==> config.mk <==
export PLATFORM = sky130hd
export DESIGN_NAME = thumb_move_shift_load_store_unit_core
export DESIGN_NICKNAME = d
export VERILOG_FILES = /design/src/rtl/tmssl_pkg.sv /design/src/rtl/tmssl_front.sv /design/src/rtl/tmssl_fifo.sv /design/src/rtl/tmssl_exec.sv /design/src/rtl/thumb_move_shift_load_store_unit_core.sv
export SDC_FILE = /design/constraint.sdc
export NUM_CORES = 2
export LEC_CHECK = 0
export ABC_AREA = 1
export BUFFER_PORTS_ARGS = -buffer_cell sky130_fd_sc_hd__buf_2
export CORE_UTILIZATION = 50
export DETAILED_ROUTE_END_ITERATION = 12
export PLACE_DENSITY = 0.64
export SLEW_MARGIN = 20
export SYNTH_ARGS = -nofsm -noshare
export SYNTH_HDL_FRONTEND = slang
export SYNTH_SLANG_ARGS = --single-unit
==> constraint.sdc <==
create_clock -name clk_i -period 7.9 [get_ports clk_i]
set_input_delay 1.58 -clock clk_i [delete_from_list [all_inputs] [get_ports clk_i]]
set_output_delay 1.58 -clock clk_i [all_outputs]
set_load 0.1 [all_outputs]
==> src/rtl/tmssl_pkg.sv <==
// Shared types, codes and helpers of the Thumb move, shift and load-store unit.
package tmssl_pkg;

  localparam int unsigned REG_COUNT = 16;
  localparam int unsigned REG_IDX_W = $clog2(REG_COUNT);
  localparam int unsigned XLEN      = 32;
  localparam int unsigned IN_DATA_W = 64;
  localparam int unsigned OUT_DATA_W = 80;
  localparam int unsigned QUEUE_DEPTH = 4;
  localparam int unsigned QUEUE_PTR_W = $clog2(QUEUE_DEPTH);

  // Highest register allowed for moves, and the first one refused by shifts and memory ops.
  localparam logic [REG_IDX_W-1:0] MOVE_REG_MAX = 4'd7;
  localparam logic [REG_IDX_W-1:0] LOW_REG_LIMIT = 4'd13;

  typedef enum logic [2:0] {
    KIND_MOV_IMM   = 3'd0,
    KIND_MOV_REG   = 3'd1,
    KIND_SHIFT_L   = 3'd2,
    KIND_SHIFT_R   = 3'd3,
    KIND_STORE     = 3'd4,
    KIND_LOAD_REQ  = 3'd5,
    KIND_LOAD_DATA = 3'd6
  } kind_e;

  localparam logic [1:0] SIZE_BYTE = 2'd0;
  localparam logic [1:0] SIZE_HALF = 2'd1;
  localparam logic [1:0] SIZE_WORD = 2'd2;

  // Flag bit positions inside the NZCV nibble.
  localparam int unsigned FLAG_N_BIT = 3;
  localparam int unsigned FLAG_Z_BIT = 2;
  localparam int unsigned FLAG_C_BIT = 1;

  typedef struct packed {
    logic [2:0]           kind;
    logic                 rejected;
    logic [REG_IDX_W-1:0] rd;
    logic [REG_IDX_W-1:0] rn;
    logic [REG_IDX_W-1:0] rm;
    logic [7:0]           imm;
    logic [4:0]           shamt;
    logic [1:0]           size;
    logic                 sgn;
    logic [XLEN-1:0]      load_data;
  } item_t;

  typedef struct packed {
    logic            mem_valid;
    logic            mem_is_write;
    logic [XLEN-1:0] mem_address;
    logic [XLEN-1:0] mem_wdata;
    logic [1:0]      mem_size;
    logic [3:0]      flags_nzcv;
    logic            rejected;
  } result_t;

  function automatic logic [XLEN-1:0] size_mask(input logic [1:0] size);
    logic [XLEN-1:0] m;
    case (size)
      SIZE_BYTE: m = 32'h0000_00FF;
      SIZE_HALF: m = 32'h0000_FFFF;
      default:   m = 32'hFFFF_FFFF;
    endcase
    return m;
  endfunction

endpackage

==> src/rtl/tmssl_front.sv <==
// Front end: unpacks an input beat, checks register limits and normalizes the access size.
module tmssl_front (
  input  logic                            in_valid_i,
  output logic                            in_ready_o,
  input  logic [2:0]                      in_kind_i,
  input  logic [tmssl_pkg::IN_DATA_W-1:0] in_data_i,
  output logic                            q_push_o,
  input  logic                            q_ready_i,
  output tmssl_pkg::item_t                q_item_o
);
  import tmssl_pkg::*;

  logic [REG_IDX_W-1:0] rd, rn, rm;
  logic [1:0]           raw_size;
  logic                 rej;

  assign rd       = in_data_i[3:0];
  assign rn       = in_data_i[7:4];
  assign rm       = in_data_i[11:8];
  assign raw_size = in_data_i[26:25];

  always_comb begin
    rej = 1'b0;
    case (kind_e'(in_kind_i))
      KIND_MOV_IMM:  rej = (rd > MOVE_REG_MAX);
      KIND_MOV_REG:  rej = (rd > MOVE_REG_MAX) || (rm > MOVE_REG_MAX);
      KIND_SHIFT_L,
      KIND_SHIFT_R:  rej = (rd >= LOW_REG_LIMIT) || (rm >= LOW_REG_LIMIT);
      KIND_STORE,
      KIND_LOAD_REQ: rej = (rd >= LOW_REG_LIMIT);
      default:       rej = 1'b0;
    endcase
  end

  always_comb begin
    q_item_o.kind      = in_kind_i;
    q_item_o.rejected  = rej;
    q_item_o.rd        = rd;
    q_item_o.rn        = rn;
    q_item_o.rm        = rm;
    q_item_o.imm       = in_data_i[19:12];
    q_item_o.shamt     = in_data_i[24:20];
    // The unused size code is a word access.
    q_item_o.size      = (raw_size > SIZE_WORD) ? SIZE_WORD : raw_size;
    q_item_o.sgn       = in_data_i[27];
    q_item_o.load_data = in_data_i[59:28];
  end

  assign in_ready_o = q_ready_i;
  assign q_push_o   = in_valid_i && q_ready_i;

endmodule

==> src/rtl/tmssl_fifo.sv <==
// Short queue of decoded items between the front end and the execute back end.
module tmssl_fifo (
  input  logic             clk_i,
  input  logic             rst_ni,
  input  logic             push_i,
  input  tmssl_pkg::item_t push_item_i,
  output logic             ready_o,
  output logic             valid_o,
  output tmssl_pkg::item_t head_o,
  input  logic             pop_i
);
  import tmssl_pkg::*;

  item_t                  slot_q [QUEUE_DEPTH];
  logic [QUEUE_PTR_W-1:0] wr_ptr_q, wr_ptr_d;
  logic [QUEUE_PTR_W-1:0] rd_ptr_q, rd_ptr_d;
  logic [QUEUE_PTR_W:0]   count_q, count_d;

  assign ready_o = (count_q != (QUEUE_PTR_W+1)'(QUEUE_DEPTH));
  assign valid_o = (count_q != '0);
  assign head_o  = slot_q[rd_ptr_q];

  always_comb begin
    wr_ptr_d = push_i ? wr_ptr_q + QUEUE_PTR_W'(1) : wr_ptr_q;
    rd_ptr_d = pop_i  ? rd_ptr_q + QUEUE_PTR_W'(1) : rd_ptr_q;
    count_d  = count_q + (QUEUE_PTR_W+1)'(push_i) - (QUEUE_PTR_W+1)'(pop_i);
  end

  always_ff @(posedge clk_i or negedge rst_ni) begin
    if (!rst_ni) begin
      wr_ptr_q <= '0;
      rd_ptr_q <= '0;
      count_q  <= '0;
    end else begin
      wr_ptr_q <= wr_ptr_d;
      rd_ptr_q <= rd_ptr_d;
      count_q  <= count_d;
    end
  end

  always_ff @(posedge clk_i) begin
    if (push_i) begin
      slot_q[wr_ptr_q] <= push_item_i;
    end
  end

endmodule

==> src/rtl/tmssl_exec.sv <==
// Back end: register file read, execute, write back and the result register.
module tmssl_exec (
  input  logic               clk_i,
  input  logic               rst_ni,
  input  logic               q_valid_i,
  input  tmssl_pkg::item_t   q_item_i,
  output logic               q_pop_o,
  output logic               out_valid_o,
  input  logic               out_ready_i,
  output tmssl_pkg::result_t out_result_o
);
  import tmssl_pkg::*;

  // Two banks of the register file so that a store can read three registers at once.
  logic [XLEN-1:0] bank_a [REG_COUNT];
  logic [XLEN-1:0] bank_b [REG_COUNT];
  logic [REG_COUNT-1:0] reg_vld_q;

  logic            x_valid_q, x_valid_d;
  item_t           x_item_q;
  logic            x_adv, retire, pop;

  logic [XLEN-1:0] rn_mem_q, rm_mem_q, rd_mem_q, fwd_data_q;
  logic            rn_vld_q, rm_vld_q, rd_vld_q;
  logic            rn_fwd_q, rm_fwd_q, rd_fwd_q;
  logic [XLEN-1:0] rn_val, rm_val, rd_val;

  logic [3:0]           flags_q;
  logic [REG_IDX_W-1:0] pend_dest_q;
  logic [1:0]           pend_size_q;
  logic                 pend_sgn_q;

  logic                 wr_en, reg_we, set_flags, carry;
  logic [REG_IDX_W-1:0] wr_idx;
  logic [XLEN-1:0]      res, masked;
  logic [XLEN:0]        lsl, lsr;
  logic [3:0]           flags_new;
  result_t              result_x;

  logic    out_valid_q, out_valid_d;
  result_t out_q;

  assign x_adv  = !out_valid_q || out_ready_i;
  assign retire = x_valid_q && x_adv;
  assign pop    = q_valid_i && (!x_valid_q || x_adv);
  assign q_pop_o = pop;
  assign reg_we = retire && wr_en;

  // Register file reads happen on the pop edge; a write retiring on that same edge is forwarded.
  always_ff @(posedge clk_i) begin
    if (pop) begin
      rn_mem_q   <= bank_a[q_item_i.rn];
      rm_mem_q   <= bank_a[q_item_i.rm];
      rd_mem_q   <= bank_b[q_item_i.rd];
      rn_vld_q   <= reg_vld_q[q_item_i.rn];
      rm_vld_q   <= reg_vld_q[q_item_i.rm];
      rd_vld_q   <= reg_vld_q[q_item_i.rd];
      rn_fwd_q   <= reg_we && (wr_idx == q_item_i.rn);
      rm_fwd_q   <= reg_we && (wr_idx == q_item_i.rm);
      rd_fwd_q   <= reg_we && (wr_idx == q_item_i.rd);
      fwd_data_q <= res;
      x_item_q   <= q_item_i;
    end
  end

  always_ff @(posedge clk_i) begin
    if (reg_we) begin
      bank_a[wr_idx] <= res;
      bank_b[wr_idx] <= res;
    end
  end

  // An entry that was never written since reset reads as zero.
  assign rn_val = rn_fwd_q ? fwd_data_q : (rn_vld_q ? rn_mem_q : '0);
  assign rm_val = rm_fwd_q ? fwd_data_q : (rm_vld_q ? rm_mem_q : '0);
  assign rd_val = rd_fwd_q ? fwd_data_q : (rd_vld_q ? rd_mem_q : '0);

  assign lsl    = {1'b0, rm_val} << x_item_q.shamt;
  assign lsr    = {rm_val, 1'b0} >> x_item_q.shamt;
  assign masked = x_item_q.load_data & size_mask(pend_size_q);

  always_comb begin
    wr_en     = 1'b0;
    wr_idx    = x_item_q.rd;
    res       = '0;
    set_flags = 1'b0;
    carry     = 1'b0;
    result_x  = '0;
    if (!x_item_q.rejected) begin
      case (kind_e'(x_item_q.kind))
        KIND_MOV_IMM: begin
          res       = {{(XLEN-8){1'b0}}, x_item_q.imm};
          wr_en     = 1'b1;
          set_flags = 1'b1;
        end
        KIND_MOV_REG: begin
          res       = rm_val;
          wr_en     = 1'b1;
          set_flags = 1'b1;
        end
        KIND_SHIFT_L: begin
          res       = lsl[XLEN-1:0];
          carry     = (x_item_q.shamt == '0) ? flags_q[FLAG_C_BIT] : lsl[XLEN];
          wr_en     = 1'b1;
          set_flags = 1'b1;
        end
        KIND_SHIFT_R: begin
          // A zero count encodes a shift by the full word.
          res       = (x_item_q.shamt == '0) ? '0 : lsr[XLEN:1];
          carry     = (x_item_q.shamt == '0) ? rm_val[XLEN-1] : lsr[0];
          wr_en     = 1'b1;
          set_flags = 1'b1;
        end
        KIND_STORE: begin
          result_x.mem_valid    = 1'b1;
          result_x.mem_is_write = 1'b1;
          result_x.mem_address  = rn_val + rm_val;
          result_x.mem_wdata    = rd_val & size_mask(x_item_q.size);
          result_x.mem_size     = x_item_q.size;
        end
        KIND_LOAD_REQ: begin
          result_x.mem_valid   = 1'b1;
          result_x.mem_address = rn_val + rm_val;
          result_x.mem_size    = x_item_q.size;
        end
        KIND_LOAD_DATA: begin
          wr_en  = 1'b1;
          wr_idx = pend_dest_q;
          res    = masked;
          if (pend_sgn_q && (pend_size_q == SIZE_BYTE) && masked[7]) begin
            res = masked | 32'hFFFF_FF00;
          end else if (pend_sgn_q && (pend_size_q == SIZE_HALF) && masked[15]) begin
            res = masked | 32'hFFFF_0000;
          end
        end
        default: begin
          wr_en = 1'b0;
        end
      endcase
    end
    flags_new = set_flags ? {res[XLEN-1], (res == '0), carry, 1'b0} : flags_q;
    result_x.flags_nzcv = flags_new;
    result_x.rejected   = x_item_q.rejected;
  end

  always_comb begin
    x_valid_d = x_valid_q;
    if (pop) begin
      x_valid_d = 1'b1;
    end else if (retire) begin
      x_valid_d = 1'b0;
    end
    out_valid_d = out_valid_q;
    if (retire) begin
      out_valid_d = 1'b1;
    end else if (out_ready_i) begin
      out_valid_d = 1'b0;
    end
  end

  always_ff @(posedge clk_i or negedge rst_ni) begin
    if (!rst_ni) begin
      x_valid_q   <= 1'b0;
      out_valid_q <= 1'b0;
      reg_vld_q   <= '0;
      flags_q     <= '0;
      pend_dest_q <= '0;
      pend_size_q <= SIZE_BYTE;
      pend_sgn_q  <= 1'b0;
    end else begin
      x_valid_q   <= x_valid_d;
      out_valid_q <= out_valid_d;
      if (reg_we) begin
        reg_vld_q[wr_idx] <= 1'b1;
      end
      if (retire) begin
        flags_q <= flags_new;
      end
      if (retire && !x_item_q.rejected && (kind_e'(x_item_q.kind) == KIND_LOAD_REQ)) begin
        pend_dest_q <= x_item_q.rd;
        pend_size_q <= x_item_q.size;
        pend_sgn_q  <= x_item_q.sgn;
      end
    end
  end

  always_ff @(posedge clk_i) begin
    if (retire) begin
      out_q <= result_x;
    end
  end

  assign out_valid_o  = out_valid_q;
  assign out_result_o = out_q;

  a_no_write_when_rejected: assert property (@(posedge clk_i) disable iff (!rst_ni)
    reg_we |-> !x_item_q.rejected)
    else $error("register write from a rejected item");

  a_write_index_in_limit: assert property (@(posedge clk_i) disable iff (!rst_ni)
    reg_we && (kind_e'(x_item_q.kind) != KIND_LOAD_DATA) |-> (wr_idx < LOW_REG_LIMIT))
    else $error("register write outside the allowed range");

  a_idle_request_zero: assert property (@(posedge clk_i) disable iff (!rst_ni)
    out_valid_q && !out_q.mem_valid |-> !out_q.mem_is_write && (out_q.mem_address == '0)
      && (out_q.mem_wdata == '0) && (out_q.mem_size == '0))
    else $error("memory fields set without a request");

  a_rejected_no_request: assert property (@(posedge clk_i) disable iff (!rst_ni)
    out_valid_q && out_q.rejected |-> !out_q.mem_valid)
    else $error("rejected item issued a memory request");

  a_flags_kept_on_reject: assert property (@(posedge clk_i) disable iff (!rst_ni)
    retire && x_item_q.rejected |=> $stable(flags_q))
    else $error("flags changed by a rejected item");

endmodule

==> src/rtl/thumb_move_shift_load_store_unit_core.sv <==
// A beat is registered in the queue, the execute stage and the result register in turn.
// Throughput: one beat per cycle unless the output stalls, set by the registered read of
// the two register file banks, a combinational execute stage and a forwarded write.
// A four-entry queue decouples the input from the execute stage and its result register.
// Reset clears the register file valid bits (registers read as zero), the flags,
// the pending load state, the queue and all pipeline valid bits; no clearing pass.
module thumb_move_shift_load_store_unit_core (
  input  logic                             clk_i,
  input  logic                             rst_ni,
  input  logic                             s_axis_tvalid_i,
  output logic                             s_axis_tready_o,
  // kind
  input  logic [2:0]                       s_axis_tuser_i,
  // dest_index, base_index, source_index, imm_value, shift_amount, access_size,
  // sign_extend, load_data
  input  logic [tmssl_pkg::IN_DATA_W-1:0]  s_axis_tdata_i,
  output logic                             m_axis_tvalid_o,
  input  logic                             m_axis_tready_i,
  // mem_valid, mem_is_write, mem_address, mem_wdata, mem_size, flags_nzcv, rejected
  output logic [tmssl_pkg::OUT_DATA_W-1:0] m_axis_tdata_o
);
  import tmssl_pkg::*;

  logic    q_push, q_ready, q_valid, q_pop;
  item_t   push_item, head_item;
  result_t result;

  tmssl_front u_front (
    .in_valid_i (s_axis_tvalid_i),
    .in_ready_o (s_axis_tready_o),
    .in_kind_i  (s_axis_tuser_i),
    .in_data_i  (s_axis_tdata_i),
    .q_push_o   (q_push),
    .q_ready_i  (q_ready),
    .q_item_o   (push_item)
  );

  tmssl_fifo u_fifo (
    .clk_i       (clk_i),
    .rst_ni      (rst_ni),
    .push_i      (q_push),
    .push_item_i (push_item),
    .ready_o     (q_ready),
    .valid_o     (q_valid),
    .head_o      (head_item),
    .pop_i       (q_pop)
  );

  tmssl_exec u_exec (
    .clk_i        (clk_i),
    .rst_ni       (rst_ni),
    .q_valid_i    (q_valid),
    .q_item_i     (head_item),
    .q_pop_o      (q_pop),
    .out_valid_o  (m_axis_tvalid_o),
    .out_ready_i  (m_axis_tready_i),
    .out_result_o (result)
  );

  assign m_axis_tdata_o = {7'b0, result.rejected, result.flags_nzcv, result.mem_size,
                           result.mem_wdata, result.mem_address, result.mem_is_write,
                           result.mem_valid};

endmodule

==> flow_summary.ini <==
[flow_run]
cap_violations = 0

[sta]
slew_headroom_pct = 15.3
tns_ns = 0
setup_violations = 0
finalHoldViolations = 0
final.period_utilization_pct = 67.0
timing.final.crit_period_ns = 5.30
worst_tran_pin_value_ns = 1.27
highest_clock_frequency_the_design_can_meet_ghz = 0.189
final_max_slew_viol_count = 0
grt_setup_unrepaired = no
worst_clock_skew_ns = 0.0606

[floorplan]
ioPinCount = 153
effective_utilization_at_floorplan_pct = 50.5
floorplan.rows = 123
fp.dieArea_um2 = 115000
chipHeight_um = 339
die_width_um = 339
floorplan.core_area_um2 = 113000

[critical_path]
crit_chain = clkinv_2 -> or2_2 -> a32oi_4 -> buf_4 -> inv_4 -> buf_4 -> a21oi_1 -> o2111ai_1 -> a221oi_1
worst_ep_arrival_time_ns = 5.74
worstSetupEndpointType = flop
crit_path_max_incr_delay_ns = 0.95
critical_path.startpoint = u_fifo.rd_ptr_q[0]$_DFFE_PN0P_
critPathLaunchType = flop
worst-endpoint-required_ns = 8.35
critPathMaxFanout = 72
critical_path.n_buffers_inverters = 4
critPathSlowestCell = sky130_fd_sc_hd__clkinv_2
timing_worst_setup_path_type = reg2reg
worst_path_dominant_cell_family = buffers and inverters
worst_r2r_startpoint = u_fifo.rd_ptr_q[0]$_DFFE_PN0P_
critPathMostFrequentCell = sky130_fd_sc_hd__buf_4

[synth]
synth.cell_area_um2 = 56900
synth_edf_count = 1031
yosys_warnings = 0
synth_async_sr_flop_share_pct = 3.37
synth_top_cell_area_share_pct = 54.4
library_cell_with_the_largest_summed_area_after_synthesis = sky130_fd_sc_hd__edfxtp_1
synth_seq_area_share_pct = 56.0
yosys.cell_types.count = 64
postSynthAreaPerCell_um2 = 9.36
netlist_instances = 6074
synth_flop_cell = sky130_fd_sc_hd__edfxtp_1
yosys_register_bits = 1067
post-synth-top-count-cell = sky130_fd_sc_hd__edfxtp_1
synth.area.top_cells = sky130_fd_sc_hd__edfxtp_1 (54%), sky130_fd_sc_hd__o21ai_0 (8.3%), sky130_fd_sc_hd__nand2_1 (6.6%)
yosys-top-cells-count = sky130_fd_sc_hd__edfxtp_1 (1031), sky130_fd_sc_hd__nand2_1 (993), sky130_fd_sc_hd__o21ai_0 (941)

[global_routing]
number_of_global_route_vias_before_repair = 43187
grt_use_total_pct = 32.6
grt_first_pass_wirelength_um = 279000
global_route.peak_usage_layer = met2
grtUsageMet1_pct = 45.7
globalRouteOverflowTotal = 0
grt_antenna_before_repair = 7
grt_max_degree = 256
globalRouteMet2Util_pct = 48.9
gr-usage-met3_pct = 5.72

[routing]
detailedRoute.firstIterationViolations = 6536
remaining_number_of_nets_flagged_by_the_antenna_check_after_routing = 0
wire_per_inst_um = 25.4
firstDrtPassIters = 7
routed_wl_um = 192000
vias = 47657
post-route-drc-count = 0
post_drt_via_cell_ratio = 6.31

[clock_tree]
clockRootBuffer = sky130_fd_sc_hd__clkbuf_16
clock_sinks = 1067
cts_buffers = 112
quantity_of_gates_resized_following_cts = 0
ctsHtreeMaxLevel = 3
later_pin_clock_latency_in_the_skew_report_ns = 0.75
cts_setup_buffers = 0
clk_pin_slew_ns = 0.06
clock_tree_from_tritoncts = built
clockBufferDepth = 3
post_cts_hold_buffer_count = 0

[placed_design]
dp_hpwl_um = 120000
count_of_input_and_output_buffers = 141
globalplace.congestion = 1.02
placedInstanceArea_um2 = 58300

[finish]
area_delta_synth_final_pct = 9.27
stdcell_area_um2 = 62100
drive_above_1_share_pct = 8.96
fin_nets = 6056
num-fill-cells = 9961

[worst_hold_path]
hold_path_startpoint = u_exec.flags_q[0]$_DFFE_PN0P_
timing.hold.worst.class = reg2reg

[run_status]
outcome = finished clean
state kept, by name (all words and copies together), names as in the netlist, 2 cells and up:
name and flops:
u_exec.bank_b 512, u_exec.flags_q 4, u_exec.fwd_data_q 32, u_exec.out_result_o 73, u_exec.pend_dest_q 4, u_exec.pend_size_q 2, u_exec.rd_mem_q 32, u_exec.reg_vld_q 16
u_exec.rm_mem_q 32, u_exec.rn_mem_q 32, u_exec.x_item_q 55, u_fifo.count_q 3, u_fifo.rd_ptr_q 2, u_fifo.slot_q 256, u_fifo.wr_ptr_q 2
worst register-to-register path: stages (launching register included):
cell and delay, ns:
sky130_fd_sc_hd__dfrtp_4 0.90, sky130_fd_sc_hd__clkinv_2 0.95, sky130_fd_sc_hd__or2_2 0.65, sky130_fd_sc_hd__a32oi_4 0.20, sky130_fd_sc_hd__buf_4 0.57, sky130_fd_sc_hd__inv_4 0.38, sky130_fd_sc_hd__buf_4 0.51, sky130_fd_sc_hd__a21oi_1 0.25
sky130_fd_sc_hd__o2111ai_1 0.12, sky130_fd_sc_hd__a221oi_1 0.51
per-stage QoR:
step,hold slack [ns],instances,setup slack (ns),util [%]
finish,0.480,7548,2.60,55.2
global route,0.508,7546,2.41,55.1
CTS,0.479,7546,2.62,55.1
detailed placement,0.464,7336,2.60,51.7
global placement,0.461,7336,2.65,51.7
floorplan,0.436,6080,0.774,-
kinds of logic after synthesis:
family | synth area share, %
AO/OA/AOI/OAI | 21.0
AND/OR/NAND/NOR | 15.1
flip-flops | 56.0
buffers and inverters | 6.85
adder cells (fa/ha/maj) | 0.797
XOR/XNOR | 0.200
other | 0.00659
multiplexers | 0.0198
layer usage:
layer / share of wire [%] / vias up
li1: - / 21682
met1: 40 / 22627
met5: 0.036 / -
met2: 43 / 2900
met3: 11 / 436
met4: 5.6 / 12
placed cells by master, fill, tap and decap left out, types with 13 or more instances in the layout:
master,Yosys,layout
sky130_fd_sc_hd__clkinv_1,7,34
sky130_fd_sc_hd__a22oi_1,34,34
sky130_fd_sc_hd__ha_1,33,33
sky130_fd_sc_hd__o21ai_0,941,941
sky130_fd_sc_hd__clkinv_2,0,24
sky130_fd_sc_hd__dfrtp_1,36,35
sky130_fd_sc_hd__or2_2,13,13
sky130_fd_sc_hd__inv_2,18,13
sky130_fd_sc_hd__nand3_2,41,41
sky130_fd_sc_hd__buf_4,20,77
sky130_fd_sc_hd__o21ai_1,55,55
sky130_fd_sc_hd__nand4_1,14,14
sky130_fd_sc_hd__nand2_2,17,17
sky130_fd_sc_hd__clkbuf_16,0,112
sky130_fd_sc_hd__o22ai_1,52,52
sky130_fd_sc_hd__nor2_1,248,226
sky130_fd_sc_hd__a22o_1,17,17
sky130_fd_sc_hd__inv_1,424,420
sky130_fd_sc_hd__nand3_1,586,586
sky130_fd_sc_hd__a21oi_1,512,511
sky130_fd_sc_hd__bufinv_16,0,16
sky130_fd_sc_hd__buf_2,210,140
sky130_fd_sc_hd__or2_1,14,14
sky130_fd_sc_hd__nand2_1,993,992
sky130_fd_sc_hd__o211ai_1,401,401
sky130_fd_sc_hd__nor2_4,1,21
sky130_fd_sc_hd__clkbuf_1,208,19
sky130_fd_sc_hd__edfxtp_1,1031,1031
path summary, 6_finish.rpt:
kind                                                      to  slack, ns  cells after the start
max                                u_exec.rm_fwd_q$_DFFE_PP_       2.60                      9
max in group asynchronous     u_fifo.rd_ptr_q[0]$_DFFE_PN0P_       6.53                      1
min                            u_exec.flags_q[0]$_DFFE_PN0P_       0.48                      2
min reg2reg                    u_exec.flags_q[0]$_DFFE_PN0P_       0.48                      2
max reg2reg                        u_exec.rm_fwd_q$_DFFE_PP_       2.60                      9
min in group asynchronous  u_exec.pend_size_q[1]$_DFFE_PN0P_       0.85                      1
layout make-up:
cell class                 count  area (um2)  share of cell area, %
antenna                        2        5.00                0.00806
clock buffer                 134        2920                   4.69
clock inverter                76         923                   1.49
inverter                     450        1720                   2.76
multi-input combinational   4095       21400                   34.5
sequential                  1067       31900                   51.3
tap                         1500        1880                   3.02
timing repair buffer         224        1420                   2.28
Power is left out: the tool's default activity adds up to more than one toggle a clock period on the data nets, which glitch-free logic cannot reach.
